==> config.mk <==
export PLATFORM = sky130hd
export DESIGN_NAME = vector3_normalize_core
export DESIGN_NICKNAME = d
export VERILOG_FILES = /design/src/rtl/vn_pkg.sv /design/src/rtl/vector3_normalize_core.sv /design/src/rtl/vn_square.sv /design/src/rtl/vn_isqrt.sv /design/src/rtl/vn_divide.sv
export SDC_FILE = /design/constraint.sdc
export NUM_CORES = 2
export LEC_CHECK = 0
export ABC_AREA = 1
export BUFFER_PORTS_ARGS = -buffer_cell sky130_fd_sc_hd__buf_2
export CORE_ASPECT_RATIO = 0.8
export CORE_MARGIN = 1.5
export CORE_UTILIZATION = 63
export DETAILED_ROUTE_END_ITERATION = 8
export GPL_TIMING_DRIVEN = 0
export PLACE_DENSITY = 0.75
export SYNTH_ARGS = -nofsm -noshare
export SYNTH_HDL_FRONTEND = slang
export SYNTH_SLANG_ARGS = --single-unit
==> constraint.sdc <==
create_clock -name clk_i -period 14.1 [get_ports clk_i]
set_clock_uncertainty 0.2 [all_clocks]
set_input_delay 2.115 -clock clk_i [delete_from_list [all_inputs] [get_ports clk_i]]
set_output_delay 2.115 -clock clk_i [all_outputs]
set_load 0.01 [all_outputs]
==> src/rtl/vn_pkg.sv <==
// Package for the 3D vector normalize core: widths, pipeline depths and beat types.
package vn_pkg;

  localparam int COMP_WIDTH     = 16;
  localparam int UNIT_FRAC_BITS = 14;
  localparam int UNIT_WIDTH     = UNIT_FRAC_BITS + 2;
  localparam int LANES          = 3;

  localparam int SUM_WIDTH      = 2 * COMP_WIDTH;
  localparam int REM_WIDTH      = COMP_WIDTH + 3;
  localparam int SQRT_STEPS     = COMP_WIDTH;
  localparam int SQRT_PER_STAGE = 2;
  localparam int SQRT_STAGES    = (SQRT_STEPS + SQRT_PER_STAGE - 1) / SQRT_PER_STAGE;

  localparam int DREM_WIDTH     = COMP_WIDTH + 1;
  localparam int QUO_WIDTH      = UNIT_FRAC_BITS + 1;
  localparam int DIV_STEPS      = QUO_WIDTH;
  localparam int DIV_PER_STAGE  = 2;
  localparam int DIV_STAGES     = (DIV_STEPS + DIV_PER_STAGE - 1) / DIV_PER_STAGE;

  localparam int FRONT_STAGES   = 3;
  localparam int LATENCY        = FRONT_STAGES + SQRT_STAGES + DIV_STAGES + 1;

  localparam logic [QUO_WIDTH-1:0]  UNIT_ONE   = QUO_WIDTH'(1) << UNIT_FRAC_BITS;
  localparam logic [UNIT_WIDTH-1:0] UNIT_ONE_W = UNIT_WIDTH'(1) << UNIT_FRAC_BITS;

  typedef logic [COMP_WIDTH-1:0] mag_t;

  typedef struct packed {
    logic signed [COMP_WIDTH-1:0] vec_x;
    logic signed [COMP_WIDTH-1:0] vec_y;
    logic signed [COMP_WIDTH-1:0] vec_z;
  } vn_in_t;

  typedef struct packed {
    logic        [COMP_WIDTH-1:0] length;
    logic signed [UNIT_WIDTH-1:0] unit_x;
    logic signed [UNIT_WIDTH-1:0] unit_y;
    logic signed [UNIT_WIDTH-1:0] unit_z;
    logic                         zero_vector;
  } vn_out_t;

  typedef struct packed {
    logic [LANES-1:0]       neg;
    mag_t [LANES-1:0]       mag;
    logic                   zero;
  } vn_meta_t;

  typedef struct packed {
    logic [COMP_WIDTH-1:0]             len;
    logic [LANES-1:0]                  neg;
    logic                              zero;
    logic [LANES-1:0][QUO_WIDTH-1:0]   quo;
  } vn_div_t;

endpackage

==> src/rtl/vector3_normalize_core.sv <==
// Top level of the 3D vector normalize core: length and unit vector of a Q8.8 vector.
//
//   channel   ports                       beat taken at
//   input     start_i, busy_o, vec_i      rising edge with start_i high and busy_o low
//   result    done_o, result_o            rising edge ending the cycle done_o is high
//
// One vector per cycle; each result passes through 3 front stages, 8 square root stages,
// 8 divider stages and 1 output register.
// busy_o stays low: the pipeline has no stall and the receiver cannot hold off.
// Reset clears all valid bits; beats in flight are dropped.
module vector3_normalize_core (
  input  logic             clk_i,
  input  logic             rst_ni,
  input  logic             start_i,
  output logic             busy_o,
  input  vn_pkg::vn_in_t   vec_i,
  output logic             done_o,
  output vn_pkg::vn_out_t  result_o
);
  import vn_pkg::*;

  logic                  sq_valid, rt_valid, dv_valid;
  logic [SUM_WIDTH-1:0]  sq_sum;
  vn_meta_t              sq_meta, rt_meta;
  mag_t                  rt_root;
  vn_div_t               dv;
  logic                  done_q;
  vn_out_t               result_d, result_q;
  logic [LANES-1:0][UNIT_WIDTH-1:0] unit;

  assign busy_o = 1'b0;

  vn_square u_square (
    .clk_i   (clk_i),
    .rst_ni  (rst_ni),
    .valid_i (start_i && !busy_o),
    .vec_i   (vec_i),
    .valid_o (sq_valid),
    .sum_o   (sq_sum),
    .meta_o  (sq_meta)
  );

  vn_isqrt u_isqrt (
    .clk_i   (clk_i),
    .rst_ni  (rst_ni),
    .valid_i (sq_valid),
    .sum_i   (sq_sum),
    .meta_i  (sq_meta),
    .valid_o (rt_valid),
    .root_o  (rt_root),
    .meta_o  (rt_meta)
  );

  vn_divide u_divide (
    .clk_i   (clk_i),
    .rst_ni  (rst_ni),
    .valid_i (rt_valid),
    .len_i   (rt_root),
    .meta_i  (rt_meta),
    .valid_o (dv_valid),
    .div_o   (dv)
  );

  always_comb begin
    logic [QUO_WIDTH-1:0]  sat;
    logic [UNIT_WIDTH-1:0] mag_u;
    sat   = '0;
    mag_u = '0;
    for (int i = 0; i < LANES; i++) begin
      sat     = (dv.quo[i] > UNIT_ONE) ? UNIT_ONE : dv.quo[i];
      mag_u   = UNIT_WIDTH'(sat);
      unit[i] = dv.zero ? '0 : (dv.neg[i] ? (~mag_u + UNIT_WIDTH'(1)) : mag_u);
    end
    result_d             = '0;
    result_d.length      = dv.len;
    result_d.unit_x      = unit[2];
    result_d.unit_y      = unit[1];
    result_d.unit_z      = unit[0];
    result_d.zero_vector = dv.zero;
  end

  always_ff @(posedge clk_i or negedge rst_ni) begin
    if (!rst_ni) begin
      done_q <= 1'b0;
    end else begin
      done_q <= dv_valid;
    end
  end

  always_ff @(posedge clk_i) begin
    result_q <= result_d;
  end

  assign done_o   = done_q;
  assign result_o = result_q;

  a_latency : assert property (@(posedge clk_i) disable iff (!rst_ni)
    start_i |-> ##LATENCY done_o)
    else $error("result missing after fixed latency");

  a_no_spurious : assert property (@(posedge clk_i) disable iff (!rst_ni)
    done_o |-> $past(start_i, LATENCY))
    else $error("result without matching start");

  a_zero_units : assert property (@(posedge clk_i) disable iff (!rst_ni)
    (done_o && result_o.zero_vector) |->
      (result_o.length == '0 && result_o.unit_x == '0 &&
       result_o.unit_y == '0 && result_o.unit_z == '0))
    else $error("zero vector with nonzero outputs");

  a_unit_range : assert property (@(posedge clk_i) disable iff (!rst_ni)
    done_o |-> ($signed(result_o.unit_x) <= $signed(UNIT_ONE_W) &&
                $signed(result_o.unit_x) >= -$signed(UNIT_ONE_W))
    )
    else $error("unit component out of range");

endmodule

==> src/rtl/vn_square.sv <==
// Front stages: component magnitudes, squares and sum of squares.
module vn_square (
  input  logic            clk_i,
  input  logic            rst_ni,
  input  logic            valid_i,
  input  vn_pkg::vn_in_t  vec_i,
  output logic            valid_o,
  output logic [vn_pkg::SUM_WIDTH-1:0] sum_o,
  output vn_pkg::vn_meta_t meta_o
);
  import vn_pkg::*;

  logic [2:0]                       v_q;
  vn_meta_t                         meta_a_d, meta_a_q, meta_b_q, meta_c_q;
  logic [LANES-1:0][SUM_WIDTH-1:0]  sq_d, sq_q;
  logic [SUM_WIDTH-1:0]             sum_d, sum_q;
  mag_t [LANES-1:0]                 raw;

  assign raw = {mag_t'(vec_i.vec_x), mag_t'(vec_i.vec_y), mag_t'(vec_i.vec_z)};

  always_comb begin
    meta_a_d = '0;
    for (int i = 0; i < LANES; i++) begin
      meta_a_d.neg[i] = raw[i][COMP_WIDTH-1];
      meta_a_d.mag[i] = raw[i][COMP_WIDTH-1] ? (~raw[i] + mag_t'(1)) : raw[i];
    end
    meta_a_d.zero = (raw == '0);
  end

  always_comb begin
    for (int i = 0; i < LANES; i++) begin
      sq_d[i] = SUM_WIDTH'(meta_a_q.mag[i]) * SUM_WIDTH'(meta_a_q.mag[i]);
    end
  end

  assign sum_d = sq_q[0] + sq_q[1] + sq_q[2];

  always_ff @(posedge clk_i or negedge rst_ni) begin
    if (!rst_ni) begin
      v_q <= '0;
    end else begin
      v_q <= {v_q[1:0], valid_i};
    end
  end

  always_ff @(posedge clk_i) begin
    meta_a_q <= meta_a_d;
    meta_b_q <= meta_a_q;
    sq_q     <= sq_d;
    meta_c_q <= meta_b_q;
    sum_q    <= sum_d;
  end

  assign valid_o = v_q[2];
  assign sum_o   = sum_q;
  assign meta_o  = meta_c_q;

endmodule

==> src/rtl/vn_isqrt.sv <==
// Pipelined integer square root, two root bits per stage.
module vn_isqrt (
  input  logic                         clk_i,
  input  logic                         rst_ni,
  input  logic                         valid_i,
  input  logic [vn_pkg::SUM_WIDTH-1:0] sum_i,
  input  vn_pkg::vn_meta_t             meta_i,
  output logic                         valid_o,
  output logic [vn_pkg::COMP_WIDTH-1:0] root_o,
  output vn_pkg::vn_meta_t             meta_o
);
  import vn_pkg::*;

  logic [SQRT_STAGES-1:0] v_q;
  logic [SUM_WIDTH-1:0]   n_q    [SQRT_STAGES];
  mag_t                   r_q    [SQRT_STAGES];
  logic [REM_WIDTH-1:0]   rem_q  [SQRT_STAGES];
  vn_meta_t               meta_q [SQRT_STAGES];

  for (genvar s = 0; s < SQRT_STAGES; s++) begin : g_stage
    logic                 v_in;
    logic [SUM_WIDTH-1:0] n_in, n_d;
    mag_t                 r_in, r_d;
    logic [REM_WIDTH-1:0] rem_in, rem_d;
    vn_meta_t             meta_in;

    if (s == 0) begin : g_first
      assign v_in    = valid_i;
      assign n_in    = sum_i;
      assign r_in    = '0;
      assign rem_in  = '0;
      assign meta_in = meta_i;
    end else begin : g_next
      assign v_in    = v_q[s-1];
      assign n_in    = n_q[s-1];
      assign r_in    = r_q[s-1];
      assign rem_in  = rem_q[s-1];
      assign meta_in = meta_q[s-1];
    end

    always_comb begin
      logic [REM_WIDTH-1:0] trial;
      n_d   = n_in;
      r_d   = r_in;
      rem_d = rem_in;
      trial = '0;
      for (int j = 0; j < SQRT_PER_STAGE; j++) begin
        if (s * SQRT_PER_STAGE + j < SQRT_STEPS) begin
          rem_d = {rem_d[REM_WIDTH-3:0], n_d[SUM_WIDTH-1 -: 2]};
          n_d   = {n_d[SUM_WIDTH-3:0], 2'b00};
          trial = REM_WIDTH'({r_d, 2'b01});
          if (rem_d >= trial) begin
            rem_d = rem_d - trial;
            r_d   = {r_d[COMP_WIDTH-2:0], 1'b1};
          end else begin
            r_d   = {r_d[COMP_WIDTH-2:0], 1'b0};
          end
        end
      end
    end

    always_ff @(posedge clk_i or negedge rst_ni) begin
      if (!rst_ni) begin
        v_q[s] <= 1'b0;
      end else begin
        v_q[s] <= v_in;
      end
    end

    always_ff @(posedge clk_i) begin
      n_q[s]    <= n_d;
      r_q[s]    <= r_d;
      rem_q[s]  <= rem_d;
      meta_q[s] <= meta_in;
    end
  end

  assign valid_o = v_q[SQRT_STAGES-1];
  assign root_o  = r_q[SQRT_STAGES-1];
  assign meta_o  = meta_q[SQRT_STAGES-1];

endmodule

==> src/rtl/vn_divide.sv <==
// Pipelined three-lane restoring divider: magnitude scaled by the unit over the length.
module vn_divide (
  input  logic                          clk_i,
  input  logic                          rst_ni,
  input  logic                          valid_i,
  input  logic [vn_pkg::COMP_WIDTH-1:0] len_i,
  input  vn_pkg::vn_meta_t              meta_i,
  output logic                          valid_o,
  output vn_pkg::vn_div_t               div_o
);
  import vn_pkg::*;

  typedef logic [LANES-1:0][DREM_WIDTH-1:0] drem_t;
  typedef logic [LANES-1:0][QUO_WIDTH-1:0]  dbits_t;

  logic [DIV_STAGES-1:0] v_q;
  drem_t                 rem_q [DIV_STAGES];
  dbits_t                dvd_q [DIV_STAGES];
  vn_div_t               st_q  [DIV_STAGES];

  for (genvar s = 0; s < DIV_STAGES; s++) begin : g_stage
    logic    v_in;
    drem_t   rem_in, rem_d;
    dbits_t  dvd_in, dvd_d;
    vn_div_t st_in, st_d;

    if (s == 0) begin : g_first
      assign v_in = valid_i;
      always_comb begin
        st_in      = '0;
        st_in.len  = len_i;
        st_in.neg  = meta_i.neg;
        st_in.zero = meta_i.zero;
        for (int i = 0; i < LANES; i++) begin
          rem_in[i] = DREM_WIDTH'(meta_i.mag[i] >> 1);
          dvd_in[i] = {meta_i.mag[i][0], {UNIT_FRAC_BITS{1'b0}}};
        end
      end
    end else begin : g_next
      assign v_in   = v_q[s-1];
      assign rem_in = rem_q[s-1];
      assign dvd_in = dvd_q[s-1];
      assign st_in  = st_q[s-1];
    end

    always_comb begin
      logic [DREM_WIDTH-1:0] dsr;
      rem_d = rem_in;
      dvd_d = dvd_in;
      st_d  = st_in;
      dsr   = DREM_WIDTH'(st_in.len);
      for (int i = 0; i < LANES; i++) begin
        for (int j = 0; j < DIV_PER_STAGE; j++) begin
          if (s * DIV_PER_STAGE + j < DIV_STEPS) begin
            rem_d[i] = {rem_d[i][DREM_WIDTH-2:0], dvd_d[i][QUO_WIDTH-1]};
            dvd_d[i] = {dvd_d[i][QUO_WIDTH-2:0], 1'b0};
            if (rem_d[i] >= dsr) begin
              rem_d[i]    = rem_d[i] - dsr;
              st_d.quo[i] = {st_d.quo[i][QUO_WIDTH-2:0], 1'b1};
            end else begin
              st_d.quo[i] = {st_d.quo[i][QUO_WIDTH-2:0], 1'b0};
            end
          end
        end
      end
    end

    always_ff @(posedge clk_i or negedge rst_ni) begin
      if (!rst_ni) begin
        v_q[s] <= 1'b0;
      end else begin
        v_q[s] <= v_in;
      end
    end

    always_ff @(posedge clk_i) begin
      rem_q[s] <= rem_d;
      dvd_q[s] <= dvd_d;
      st_q[s]  <= st_d;
    end
  end

  assign valid_o = v_q[DIV_STAGES-1];
  assign div_o   = st_q[DIV_STAGES-1];

endmodule

==> results.txt <==
Status: finished, final reports clean
GRT Residual Overflow: 0
Area after DPL: 115300 µm²
Post-route design area: 121300 µm²
RSZ-0062 raised after global routing: no
Top_reg_cell synth: dfxtp_1
Nets: 16020
Worst EP required: 14560 ps
HP Class: flop to flop
Most common cell in the synthesized netlist: nand2_1
#FFs+latches synth: 1784
Element type at the critical path start: flop
CTS Hold Bufs: 0
Fin Hold WS: 103.9 ps
GRT Total Usage: 35.11%
Setup TNS: 0 ps
I/O Buffers: 116
Max-slew violation count: 0
Final setup fails: 0
Synth top area share: 31.60%
GP Congestion: 0.9998
Synth warn: 0
Share of layout cells above drive strength 1: 5.602%
Initial drt markers: 9587
Kind of critical path: flop to flop
Sequential cell area fraction in the yosys report: 32.05%
Vias: 94730
Router iterations before antenna repair: 6
Total core area: 176500 µm²
CTS HTree Levels: 4
DR vias/cell: 5.647
Largest net degree at the start of global routing: 21
MaxCap Viol Count: 0
Tightest Pin Transition: 1175 ps
Clock transition at path regs: 60 ps
TritonCTS clock tree: built
Detail Placement HPWL: 257700 µm
Clock Latency Late Sink: 840 ps
Synth Cell Area: 111700 µm²
Post-synth EDFFs: 0
Ports: 118
Std cell rows: 138
Vias in the first global route: 92200
Routed len/inst: 19.04 µm
Root buf cell: clkbuf_16
Drt total wl: 319300 µm
Largest area contributor in the netlist: dfxtp_1
WP data arrival: 8060 ps
Period minus WS final: 7598 ps
Area grow syn2layout: 8.539%
Post-CTS Resized: 0
Clock sink total: 1784
Die Wd: 473.9 µm
Count of cell types in the netlist: 84
Inserted Clock Buffers: 170
Syn Inst Count: 13960
Fmax achieved: 0.1316 GHz
DIE AREA: 179900 µm²
Mean Syn Cell Area: 8.006 µm²
CTS Buffer Depth: 3
Residual DRC: 0
Initial Util: 63.33%
Post-synth ARST share: 1.121%
Worst setup EP type: flop
Fillers: 14420
Final worst path period share: 53.89%
Most area-consuming cells after synthesis: dfxtp_1 32%, ha_1 13%, nand2_1 11%
Die Ht: 379.7 µm
Slew headroom: 20.86%
Worst Path Max Fanout: 10
Routed Antenna Nets: 0
Post-CTS setup repair buffer count: 0
Synth cell count leaders: 3375 x nand2_1, 1970 x inv_1, 1764 x dfxtp_1
First-pass GRT wire length: 500500 µm
Initial antenna violation count: 17
Hold Fails Final Rpt: 0
[worst paths after layout]
path	start	end	cells after the start	slack, ps
max in group asynchronous	rst_ni	u_divide.g_stage[7].v_in	1	12370
max	u_square.meta_a_q[18]	u_square.sq_q[58]	26	6500
min reg2reg	u_isqrt.n_q[1][50]	u_isqrt.n_q[1][82]	0	100
min	u_isqrt.n_q[1][50]	u_isqrt.n_q[1][82]	0	100
max reg2reg	u_square.meta_a_q[18]	u_square.sq_q[58]	26	6500
min in group asynchronous	rst_ni	u_isqrt.g_stage[2].v_in	1	1010
[layer usage]
metal  global-route usage [%]  wire [µm]  vias to the layer above
li1                         -          -                    45580
met1                    50.00     142100                    44240
met2                    52.60     134200                     4196
met3                    7.061      30360                      699
met4                    12.81      12690                        6
met5                        0         46                        -
[cell type report]
cell class	instances	area, µm²	share of cell area [%]
Inverter	2000	7510	6.192
Tap cell	2380	2978	2.455
Clock inverter	98	1330	1.097
Multi-Input combinational cell	9930	67100	55.32
Buffer	248	1343	1.107
Timing Repair Buffer	117	585.6	0.4828
Sequential cell	1784	35810	29.53
Antenna cell	6	15.01	0.01238
Clock buffer	212	4613	3.803
[state kept, by name, summed over array words and instances (netlist names), 3 cells and up]
signal / cells
u_isqrt.r_q: 72
u_isqrt.rem_q: 112
u_divide.st_q: 373
u_square.meta_o: 52
u_square.meta_b_q: 51
u_square.meta_a_q: 52
result_o: 65
u_isqrt.meta_q: 416
u_square.sum_o: 32
u_divide.rem_q: 336
u_square.sq_q: 91
u_isqrt.g_stage.v_in: 7
u_isqrt.n_q: 112
u_square.v_q: 3
u_divide.g_stage.v_in: 7
[critical path, cell delays in order, from the launching register on]
cell and delay [ps]:
dfxtp_1 510, clkbuf_1 550, clkbuf_1 610, nand2_1 150, fa_1 510, inv_1 50
ha_1 170, o21bai_1 170, fa_1 550, inv_1 70, fa_1 530, inv_1 50
fa_1 470, inv_1 50, fa_1 520, inv_1 60, ha_1 350, a21oi_1 210
o21ai_0 100, a21oi_1 290, o21ai_0 180, a21boi_0 370, o21ai_0 280, nand2_1 150
nand2_1 50, nand2_1 60, nand2_1 130
[cell families (layout without fill, tap and decap cells)]
family                   after synthesis  count (layout)  synth area share [%]
AO/OA/AOI/OAI                       2112            2112                 10.69
XOR/XNOR                             856             856                 6.716
adder cells (fa/ha/maj)             1720            1720                 22.89
buffers and inverters               2248            2675                 7.922
flip-flops                          1784            1784                 32.05
multiplexers                           1               1               0.01231
other                                  2              12              0.006721
AND/OR/NAND/NOR                     5235            5235                 19.71
[stage by stage]
| step | utilization (%) | std cells | setup slack (ps) |
|---|---|---|---|
| 6_report | 68.73 | 16780 | 6502 |
| 5_1_grt | 68.72 | 16770 | 6214 |
| 4_1_cts | 68.72 | 16770 | 6649 |
| 3_5_place_dp | 65.35 | 16460 | 6721 |
| 3_3_place_gp | 65.35 | 16460 | 6667 |
| 2_1_floorplan | - | 13960 | 8167 |
[layout by cell type (no fill, tap or decap), types with 130 or more instances in the layout]
cell type  count
nor2_1       626
nor3_1       130
a21oi_1      892
ha_1        1179
inv_1       1970
clkbuf_16    171
dfxtp_1     1764
nand3_1      721
xnor2_1      356
nand2_1     3375
xor2_1       499
o21ai_0      728
fa_1         541
clkbuf_1     135
buf_2        192
Power is not shown: default switching activity piles up to over one toggle a cycle in this logic, so the estimate is an artifact.
